<file path="src/hdl/wvcm_pkg.sv">
// ----------------------------------------------------------------------------
// wvcm_pkg
// Shared types, constants and helper functions for the wind-vane circular
// mean block: CORDIC word formats, arctangent steps and Q1.15 rounding.
// ----------------------------------------------------------------------------
package wvcm_pkg;

  // Samples per averaging block (1 to 256).
  localparam int unsigned SAMPLES = 10;
  localparam int CNT_W  = 8;

  // CORDIC datapath widths and iteration count.
  localparam int XY_W   = 34;
  localparam int Z_W    = 25;
  localparam int ITER_W = 4;
  localparam logic [ITER_W-1:0] ITER_LAST = 4'd15;

  typedef logic signed [XY_W-1:0] xy_t;
  typedef logic signed [Z_W-1:0]  ang_t;

  typedef struct packed {
    logic              vectoring;
    logic [ITER_W-1:0] iter;
  } cordic_ctl_t;

  // Phase correction: raw * 360 - offset * 4096, taken modulo 1474560.
  localparam logic [22:0] RAW_SCALE = 23'd360;
  localparam logic [22:0] WRAP_BIAS = 23'd2949120;
  localparam logic [22:0] TURN      = 23'd1474560;

  // floor(n / 45) by reciprocal, then one correction step.
  localparam logic [22:0] RECIP_45  = 23'd5965232;
  localparam logic [21:0] DIV_45    = 22'd45;

  localparam xy_t  X_INIT    = 34'sd652032874;
  localparam ang_t HALF_TURN = 25'sd8388608;

  // Arctangent of 2^-i in units of 2^-24 turn.
  function automatic ang_t arc_step(input logic [ITER_W-1:0] i);
    ang_t a;
    case (i)
      4'd0:    a = 25'sd2097152;
      4'd1:    a = 25'sd1238021;
      4'd2:    a = 25'sd654136;
      4'd3:    a = 25'sd332050;
      4'd4:    a = 25'sd166669;
      4'd5:    a = 25'sd83416;
      4'd6:    a = 25'sd41718;
      4'd7:    a = 25'sd20860;
      4'd8:    a = 25'sd10430;
      4'd9:    a = 25'sd5215;
      4'd10:   a = 25'sd2608;
      4'd11:   a = 25'sd1304;
      4'd12:   a = 25'sd652;
      4'd13:   a = 25'sd326;
      4'd14:   a = 25'sd163;
      default: a = 25'sd81;
    endcase
    return a;
  endfunction

  // Round a scale-2^30 value to Q1.15 and clamp to +/-32767.
  function automatic logic signed [15:0] to_q15(input xy_t v);
    xy_t                t;
    logic signed [18:0] r;
    logic signed [15:0] q;
    t = v + 34'sd16384;
    r = signed'(t[XY_W-1:15]);
    if (r > 19'sd32767) begin
      q = 16'sd32767;
    end else if (r < -19'sd32767) begin
      q = -16'sd32767;
    end else begin
      q = r[15:0];
    end
    return q;
  endfunction

endpackage

</file>
<file path="src/hdl/wind_vane_circular_mean.sv">
// ----------------------------------------------------------------------------
// wind_vane_circular_mean
// Corrects encoder samples for a north offset, accumulates their sine and
// cosine, and after each block of samples emits the circular mean direction
// and its 16-point compass sector.
//
//   channel  | direction | handshake           | payload
//   ---------+-----------+---------------------+-------------------------------
//   in_      | input     | in_valid/in_ready   | in_raw_angle[11:0]
//   out_     | output    | out_valid/out_ready | out_mean_angle, out_compass_sector
//   cfg_     | input     | cfg_wr_en           | cfg_wr_data[8:0] (north offset)
//
// A transfer leaves the block busy until it is back in idle: phase correction
// and division (MOD1, MOD2, MUL, FIX), sixteen rotation steps on the shared
// CORDIC step unit, and an accumulate state. A sample that closes a block adds
// a load, 16 vectoring steps and an output state, or only the load and the
// output state when both sums are zero. The output state waits while
// an earlier result sits unaccepted. Reset is synchronous, active low.
// ----------------------------------------------------------------------------
module wind_vane_circular_mean (
  input  logic        clk,
  input  logic        rst_n,
  input  logic        cfg_wr_en,
  input  logic [8:0]  cfg_wr_data,
  input  logic        in_valid,
  output logic        in_ready,
  input  logic [11:0] in_raw_angle,
  output logic        out_valid,
  input  logic        out_ready,
  output logic [15:0] out_mean_angle,
  output logic [3:0]  out_compass_sector
);
  import wvcm_pkg::*;

  localparam logic [3:0] S_IDLE  = 4'd0;
  localparam logic [3:0] S_MOD1  = 4'd1;
  localparam logic [3:0] S_MOD2  = 4'd2;
  localparam logic [3:0] S_MUL   = 4'd3;
  localparam logic [3:0] S_FIX   = 4'd4;
  localparam logic [3:0] S_ROT   = 4'd5;
  localparam logic [3:0] S_ACC   = 4'd6;
  localparam logic [3:0] S_VLOAD = 4'd7;
  localparam logic [3:0] S_VEC   = 4'd8;
  localparam logic [3:0] S_OUT   = 4'd9;

  logic [3:0]         state_r, state_nxt;
  logic [8:0]         north_offset_r, north_offset_nxt;
  logic [22:0]        wrap_r, wrap_nxt;
  logic [15:0]        q0_r, q0_nxt;
  logic [1:0]         quad_r, quad_nxt;
  logic [ITER_W-1:0]  iter_r, iter_nxt;
  xy_t                x_r, x_nxt;
  xy_t                y_r, y_nxt;
  ang_t               z_r, z_nxt;
  logic signed [23:0] sine_sum_r, sine_sum_nxt;
  logic signed [23:0] cosine_sum_r, cosine_sum_nxt;
  logic [CNT_W-1:0]   count_r, count_nxt;
  logic               zero_r, zero_nxt;
  logic               out_valid_r, out_valid_nxt;
  logic [15:0]        mean_r, mean_nxt;
  logic [3:0]         sector_r, sector_nxt;

  cordic_ctl_t        step_ctl;
  xy_t                step_x, step_y;
  ang_t               step_z;

  logic [22:0]        wrap_in;
  logic [22:0]        wrap_red;
  logic [21:0]        dividend;
  logic [44:0]        prod;
  logic [21:0]        rem;
  logic [15:0]        phase;
  logic [15:0]        shifted;
  logic [13:0]        z_frac;
  logic signed [15:0] cos_q, sin_q, cos_val, sin_val;
  logic               block_end;
  xy_t                cx_ext, sy_ext;
  ang_t               z_round;
  logic [15:0]        mean_val;
  logic [15:0]        sector_sum;
  logic               out_free;

  wvcm_cordic_step u_step (
    .ctl (step_ctl),
    .x_i (x_r),
    .y_i (y_r),
    .z_i (z_r),
    .x_o (step_x),
    .y_o (step_y),
    .z_o (step_z)
  );

  assign step_ctl.vectoring = (state_r == S_VEC);
  assign step_ctl.iter      = iter_r;

  assign in_ready           = (state_r == S_IDLE);
  assign out_valid          = out_valid_r;
  assign out_mean_angle     = mean_r;
  assign out_compass_sector = sector_r;

  // The biased sum stays positive and below three turns, so two
  // conditional subtractions complete the modulo.
  assign wrap_in  = 23'(in_raw_angle) * RAW_SCALE + WRAP_BIAS
                    - {2'b00, north_offset_r, 12'h000};
  assign wrap_red = (wrap_r >= TURN) ? (wrap_r - TURN) : wrap_r;

  // The reciprocal quotient is at most one short of floor(n / 45).
  assign dividend = {wrap_r[20:0], 1'b0};
  assign prod     = {23'd0, dividend} * {22'd0, RECIP_45};
  assign rem      = dividend - 22'(q0_r) * DIV_45;
  assign phase    = (rem >= DIV_45) ? (q0_r + 16'd1) : q0_r;
  assign shifted  = phase + 16'd8192;
  // Low 14 bits minus 8192, as a signed value, is the top bit inverted.
  assign z_frac   = {~shifted[13], shifted[12:0]};

  assign cos_q = to_q15(x_r);
  assign sin_q = to_q15(y_r);

  always_comb begin
    case (quad_r)
      2'd0: begin
        cos_val = cos_q;
        sin_val = sin_q;
      end
      2'd1: begin
        cos_val = -sin_q;
        sin_val = cos_q;
      end
      2'd2: begin
        cos_val = -cos_q;
        sin_val = -sin_q;
      end
      default: begin
        cos_val = sin_q;
        sin_val = -cos_q;
      end
    endcase
  end

  assign block_end = ((9'(count_r) + 9'd1) >= 9'(SAMPLES));

  assign cx_ext = {{(XY_W-24){cosine_sum_r[23]}}, cosine_sum_r};
  assign sy_ext = {{(XY_W-24){sine_sum_r[23]}}, sine_sum_r};

  assign z_round    = z_r + 25'sd128;
  assign mean_val   = zero_r ? 16'd0 : z_round[23:8];
  assign sector_sum = mean_val + 16'd2048;
  assign out_free   = !out_valid_r || out_ready;

  always_comb begin
    state_nxt        = state_r;
    north_offset_nxt = cfg_wr_en ? cfg_wr_data : north_offset_r;
    wrap_nxt         = wrap_r;
    q0_nxt           = q0_r;
    quad_nxt         = quad_r;
    iter_nxt         = iter_r;
    x_nxt            = x_r;
    y_nxt            = y_r;
    z_nxt            = z_r;
    sine_sum_nxt     = sine_sum_r;
    cosine_sum_nxt   = cosine_sum_r;
    count_nxt        = count_r;
    zero_nxt         = zero_r;
    out_valid_nxt    = out_valid_r && !out_ready;
    mean_nxt         = mean_r;
    sector_nxt       = sector_r;

    case (state_r)
      S_IDLE: begin
        if (in_valid) begin
          wrap_nxt  = wrap_in;
          state_nxt = S_MOD1;
        end
      end
      S_MOD1: begin
        wrap_nxt  = wrap_red;
        state_nxt = S_MOD2;
      end
      S_MOD2: begin
        wrap_nxt  = wrap_red;
        state_nxt = S_MUL;
      end
      S_MUL: begin
        q0_nxt    = prod[43:28];
        state_nxt = S_FIX;
      end
      S_FIX: begin
        quad_nxt  = shifted[15:14];
        x_nxt     = X_INIT;
        y_nxt     = '0;
        z_nxt     = {{3{z_frac[13]}}, z_frac, 8'h00};
        iter_nxt  = '0;
        state_nxt = S_ROT;
      end
      S_ROT: begin
        x_nxt    = step_x;
        y_nxt    = step_y;
        z_nxt    = step_z;
        iter_nxt = iter_r + 4'd1;
        if (iter_r == ITER_LAST) begin
          state_nxt = S_ACC;
        end
      end
      S_ACC: begin
        sine_sum_nxt   = sine_sum_r + {{8{sin_val[15]}}, sin_val};
        cosine_sum_nxt = cosine_sum_r + {{8{cos_val[15]}}, cos_val};
        if (block_end) begin
          count_nxt = '0;
          state_nxt = S_VLOAD;
        end else begin
          count_nxt = count_r + 8'd1;
          state_nxt = S_IDLE;
        end
      end
      S_VLOAD: begin
        iter_nxt = '0;
        if (sine_sum_r == 24'sd0 && cosine_sum_r == 24'sd0) begin
          zero_nxt  = 1'b1;
          state_nxt = S_OUT;
        end else begin
          zero_nxt = 1'b0;
          // A vector in the left half-plane is turned by half a turn first.
          if (cosine_sum_r[23]) begin
            x_nxt = (-cx_ext) <<< 8;
            y_nxt = (-sy_ext) <<< 8;
            z_nxt = HALF_TURN;
          end else begin
            x_nxt = cx_ext <<< 8;
            y_nxt = sy_ext <<< 8;
            z_nxt = '0;
          end
          state_nxt = S_VEC;
        end
      end
      S_VEC: begin
        x_nxt    = step_x;
        y_nxt    = step_y;
        z_nxt    = step_z;
        iter_nxt = iter_r + 4'd1;
        if (iter_r == ITER_LAST) begin
          state_nxt = S_OUT;
        end
      end
      S_OUT: begin
        if (out_free) begin
          out_valid_nxt  = 1'b1;
          mean_nxt       = mean_val;
          sector_nxt     = sector_sum[15:12];
          sine_sum_nxt   = '0;
          cosine_sum_nxt = '0;
          state_nxt      = S_IDLE;
        end
      end
      default: begin
        state_nxt = S_IDLE;
      end
    endcase
  end

  always_ff @(posedge clk) begin
    if (!rst_n) begin
      state_r        <= S_IDLE;
      north_offset_r <= '0;
      sine_sum_r     <= '0;
      cosine_sum_r   <= '0;
      count_r        <= '0;
      zero_r         <= 1'b0;
      out_valid_r    <= 1'b0;
    end else begin
      state_r        <= state_nxt;
      north_offset_r <= north_offset_nxt;
      sine_sum_r     <= sine_sum_nxt;
      cosine_sum_r   <= cosine_sum_nxt;
      count_r        <= count_nxt;
      zero_r         <= zero_nxt;
      out_valid_r    <= out_valid_nxt;
    end
  end

  always_ff @(posedge clk) begin
    wrap_r   <= wrap_nxt;
    q0_r     <= q0_nxt;
    quad_r   <= quad_nxt;
    iter_r   <= iter_nxt;
    x_r      <= x_nxt;
    y_r      <= y_nxt;
    z_r      <= z_nxt;
    mean_r   <= mean_nxt;
    sector_r <= sector_nxt;
  end

`ifndef SYNTHESIS
  // A transfer always starts a multi-cycle job, so ready drops at once.
  a_busy_after_transfer: assert property (@(posedge clk) disable iff (!rst_n)
    (in_valid && in_ready) |=> !in_ready)
    else $error("input still ready after a transfer");

  a_count_range: assert property (@(posedge clk) disable iff (!rst_n)
    (9'(count_r) < 9'(SAMPLES)))
    else $error("sample count beyond block length");

  a_sector_matches: assert property (@(posedge clk) disable iff (!rst_n)
    out_valid |-> (out_compass_sector == 4'((out_mean_angle + 16'd2048) >> 12)))
    else $error("compass sector disagrees with mean angle");

  a_rot_steps: assert property (@(posedge clk) disable iff (!rst_n)
    (state_r == S_ROT && iter_r != ITER_LAST)
      |=> (state_r == S_ROT && iter_r == $past(iter_r) + 4'd1))
    else $error("rotation pass left early or skipped a step");

  a_vec_steps: assert property (@(posedge clk) disable iff (!rst_n)
    (state_r == S_VEC && iter_r != ITER_LAST)
      |=> (state_r == S_VEC && iter_r == $past(iter_r) + 4'd1))
    else $error("vectoring pass left early or skipped a step");
`endif

endmodule

</file>
<file path="src/hdl/wvcm_cordic_step.sv">
// ----------------------------------------------------------------------------
// wvcm_cordic_step
// One CORDIC micro-rotation, shared by the sine/cosine pass (rotation) and
// the atan2 pass (vectoring). The sequencer feeds the result back each cycle.
// ----------------------------------------------------------------------------
module wvcm_cordic_step (
  input  wvcm_pkg::cordic_ctl_t ctl,
  input  wvcm_pkg::xy_t         x_i,
  input  wvcm_pkg::xy_t         y_i,
  input  wvcm_pkg::ang_t        z_i,
  output wvcm_pkg::xy_t         x_o,
  output wvcm_pkg::xy_t         y_o,
  output wvcm_pkg::ang_t        z_o
);
  import wvcm_pkg::*;

  xy_t  xs;
  xy_t  ys;
  ang_t a;
  logic ccw;

  // Arithmetic shifts give the floor behaviour on negative values.
  assign xs = x_i >>> ctl.iter;
  assign ys = y_i >>> ctl.iter;
  assign a  = arc_step(ctl.iter);

  // Rotation follows the sign of z, vectoring drives y towards zero.
  assign ccw = ctl.vectoring ? y_i[XY_W-1] : ~z_i[Z_W-1];

  always_comb begin
    if (ccw) begin
      x_o = x_i - ys;
      y_o = y_i + xs;
      z_o = z_i - a;
    end else begin
      x_o = x_i + ys;
      y_o = y_i - xs;
      z_o = z_i + a;
    end
  end

endmodule
</file>
<file path="config.mk">
export PLATFORM = sky130hd
export DESIGN_NAME = wind_vane_circular_mean
export DESIGN_NICKNAME = d
export VERILOG_FILES = /design/src/hdl/wvcm_pkg.sv /design/src/hdl/wind_vane_circular_mean.sv /design/src/hdl/wvcm_cordic_step.sv
export SDC_FILE = /design/constraint.sdc
export NUM_CORES = 2
export LEC_CHECK = 0
export BUFFER_PORTS_ARGS = -buffer_cell sky130_fd_sc_hd__clkbuf_2
export CORE_MARGIN = 2
export CORE_UTILIZATION = 65
export DETAILED_ROUTE_END_ITERATION = 6
export GPL_TIMING_DRIVEN = 1
export PLACE_DENSITY = 0.79
export SETUP_SLACK_MARGIN = 0.4
export SLEW_MARGIN = 20
export SYNTH_ARGS = -nofsm -noshare
export SYNTH_HDL_FRONTEND = slang
export SYNTH_SLANG_ARGS = --single-unit
</file>
<file path="constraint.sdc">
create_clock -name clk -period 7.9 [get_ports clk]
set_input_delay 0.79 -clock clk [delete_from_list [all_inputs] [get_ports clk]]
set_output_delay 0.79 -clock clk [all_outputs]
set_load 0.005 [all_outputs]
</file>
==> metrics.md <==
| Metric | Value |
|---|---|
| Status | `finished with violations` |
| Synth Area in XOR/XNOR | `9.18%` |
| All-Layer GR Usage | `34.6%` |
| GPL Wtd Cong | `0.996` |
| CTS Buf Count | `34` |
| Unrepaired setup endpoints after global routing | `yes` |
| Number of flops mapped to enable cells by yosys | `155` |
| Synth warn | `0` |
| Fin crit period | `7190 ps` |
| Synth Instances | `4033` |
| Setup crit start | `y_r[18]` |
| Crit-path leading delay family | `compound AO/OA/AOI/OAI gates` |
| Post-synthesis sequential area ratio | `18.5%` |
| FF-to-FF path depth | `27` |
| Post-synthesis compound-gate area fraction | `17.8%` |
| Top cell type's share of synthesized area | `14.7%` |
| Initial antenna violation count | `0` |
| Slew HR | `39.2%` |
| Largest net degree at the start of global routing | `72` |
| Worst setup SP type | `flop` |
| Failing checks | `design-rule violations` |
| Data required time at the worst endpoint | `8370 ps` |
| CP dominant cell by count | `o21ai_0` |
| Drt initial violations | `3323` |
| Worst Hold Class | `primary input to flop` |
| PortBufs | `47` |
| Final ANT Viol Nets | `0` |
| Floorplan die width | `237 um` |
| CTS sink count | `248` |
| Reg-to-reg endpoint | `sine_sum_r[23]` |
| DR DRC count | `2` |
| DRT Wirelength | `97.1 mm` |
| Synthesized area | `35300 um^2` |
| Max FO, Critical Path | `14` |
| Adder-cell share of the synthesized area | `24.6%` |
| H-tree levels | `2` |
| MaxCap Viol Count | `0` |
| Fin cells | `4728` |
| Setup crit end | `sine_sum_r[23]` |
| CP Depth | `27` |
| Mean Syn Cell Area | `8.75 um^2` |
| Placed Instance Area | `36100 um^2` |
| Crit path max-delay cell type | `edfxtp_1` |
| First-pass GRT wire length | `155 mm` |
| Insertion delay to the later sink of the worst-skew pair | `580 ps` |
| Final Slew Violations | `0` |
| Synthesized net count | `4648` |
| Die ar. | `56200 um^2` |
| Slew @ Worst Pin | `911 ps` |
| Post-Synth Simple-Gate Area | `14.9%` |
| Commonest non-fill, non-tap cells in the layout | `ha_1 (415), inv_1 (414), nor2_1 (335)` |
| Rows | `85` |
| Setup crit end kind | `flop` |
| DR pass1 iterations | `7` |
| Post-synth ARST share | `0%` |
| Met2 WL | `44.2 mm` |
| Post-route cell area | `37400 um^2` |
| # setup viols final | `0` |
| CTS tree | `built` |
| Mux share of post-synthesis cell area | `8.72%` |
| Hold Vio Cnt, Final | `0` |
| Dpl hpwl | `76.5 mm` |
| Die H | `237 um` |
| Post-DR vias/cell | `6.45` |
| Buf+Inv Stages, Crit Path | `2` |
| Clk pin slew, worst setup/hold paths | `60 ps` |
| CTS Buffer Depth | `3` |
| Root Driver | `clkbuf_16` |
| Most common library cell in the layout ignoring fill and taps | `ha_1` |
| Area of the core | `53700 um^2` |
| Leading area contributor after synthesis | `ha_1` |
| Final Cycle Share | `91.0%` |
| Setup CP Type | `flop to flop` |
| Layout cell share with drive strength beyond 1 | `8.58%` |
| R2r setup slk | `710 ps` |
| Area contributors post-synth | `ha_1 (15%), edfxtp_1 (13%), fa_1 (9.9%), mux4_2 (6.0%), dfxtp_1 (5.3%)` |
| RR Startpoint | `y_r[18]` |
| Clock Skews | `41.0 ps` |
| Total grt overflow | `0` |
| Worst path max stage delay | `650 ps` |
| Vias in the first global route | `28953` |
| Avg WL per Cell | `20.5 um` |
| Area delta synth->final | `5.92%` |
| IO Pins | `48` |
| Main flop type after synthesis | `edfxtp_1` |
| Placed insts | `4654` |
| Setup TNS | `0 ps` |
| Fmax | `139 MHz` |
| Initial Util | `65.7%` |
| Yosys reg bits | `248` |
| Final nets | `4620` |
| Highest routed layer | `met4` |
| Largest family of logic cells by synthesized area | `adder cells` |
| Wire length on met1 | `39.6 mm` |
| Via count | `30483` |
| WP data arrival | `7660 ps` |
| DR WL met3 | `8.45 mm` |
| Distinct cell type count after synthesis | `92` |
area by class of cell:
cell class / count / area [um^2]
Antenna cell: 1 / 2.50
Clock buffer: 39 / 870
Clock inverter: 23 / 223
Fill cell: 4252 / 16300
Inverter: 419 / 1570
Multi-Input combinational cell: 3199 / 26600
Sequential cell: 248 / 6520
Tap cell: 696 / 871
Timing Repair Buffer: 103 / 738
flip-flops by register name, summed over array words and instances, names as in the netlist, 8 cells and up:
| name | count |
|---|---|
| z_r | 25 |
| q0_r | 16 |
| sine_sum_r | 24 |
| y_r | 34 |
| north_offset_r | 9 |
| cosine_sum_r | 24 |
| x_r | 34 |
| count_r | 8 |
| out_mean_angle | 16 |
| u_step.a | 22 |
| wrap_r | 20 |
cells by family (layout without fill, tap and decap cells):
logic type,count (synthesis),after routing
compound gates,979,979
xor+xnor,370,370
fa+ha+maj,589,589
buf+inv,586,584
flops,248,248
mux,186,186
other cells,0,1
simple gates,1075,1075
through the flow:
stage / setup slack (ps) / utilization (%) / hold WS (ps)
after global routing: 331 / 69.6 / 488
final: 709 / 69.6 / 472
after global placement: 682 / 67.3 / 467
after detailed placement: 535 / 67.3 / 468
after floorplan: 1390 / - / 454
after CTS: 481 / 69.3 / 457
Yosys cell counts (all sizes together), types with 31 or more instances:
library cell  number
o31ai             39
inv              416
and3              45
dfxtp             93
a211oi            33
o21ai            220
edfxtp           155
nor3              76
mux2              31
clkbuf           119
fa               174
a22oi             36
nand3             77
nand2            255
xor2             180
mux4              94
o21a              48
a21o              78
a21oi            253
nand4             40
buf               48
nor2             339
xnor2            190
o22ai             44
ha               415
mux2i             61
a31oi             49
nand2b            44
worst reg2reg max path: stages, from the launching register on:
cell and delay, ps:
edfxtp_1 650, nand3_1 290, or3_4 430, o31ai_1 430, and2_1 230, a41o_1 360, nand2_1 190, o21ai_0 430
inv_1 90, ha_1 290, inv_1 160, nor3_1 70, a21oi_1 130, nor2_1 50, o21a_1 190, mux4_2 490
ha_1 240, nor3_1 330, nand2b_1 100, a21oi_1 190, o21ai_0 200, a31o_2 320, a2111oi_2 460, o211ai_1 160
o211ai_1 130, xnor2_1 170, o21ai_0 100, a22o_1 180
repair_timing:
action                     CTS  global route
setup buffers                0            10
hold buffers                 0             0
setup endpoints to repair    0            15
resized for setup            0             6
per-layer routing:
metal | track usage [%] | vias to the layer above
met1 | 46.0 | 14554
met2 | 55.7 | 1268
li1 | - | 14432
met4 | 15.8 | 0
met3 | 5.58 | 229
met5 | 0 | -
how the worst min path moves through the flow:
stage | cells past startpoint | endpoint | start | slack (ps)
2_1_floorplan | 1 | count_r[6] | count_r[6] | 450
4_1_cts | 3 | north_offset_r[1] | cfg_wr_data[1] | 460
6_report | 3 | north_offset_r[6] | cfg_wr_data[6] | 470
3_5_place_dp | 1 | count_r[5] | count_r[5] | 470
5_1_grt | 3 | north_offset_r[4] | cfg_wr_data[4] | 490
3_3_place_gp | 1 | count_r[5] | count_r[5] | 470
Power is not shown: default switching activity piles up to over one toggle a cycle in this logic, so the estimate is an artifact.
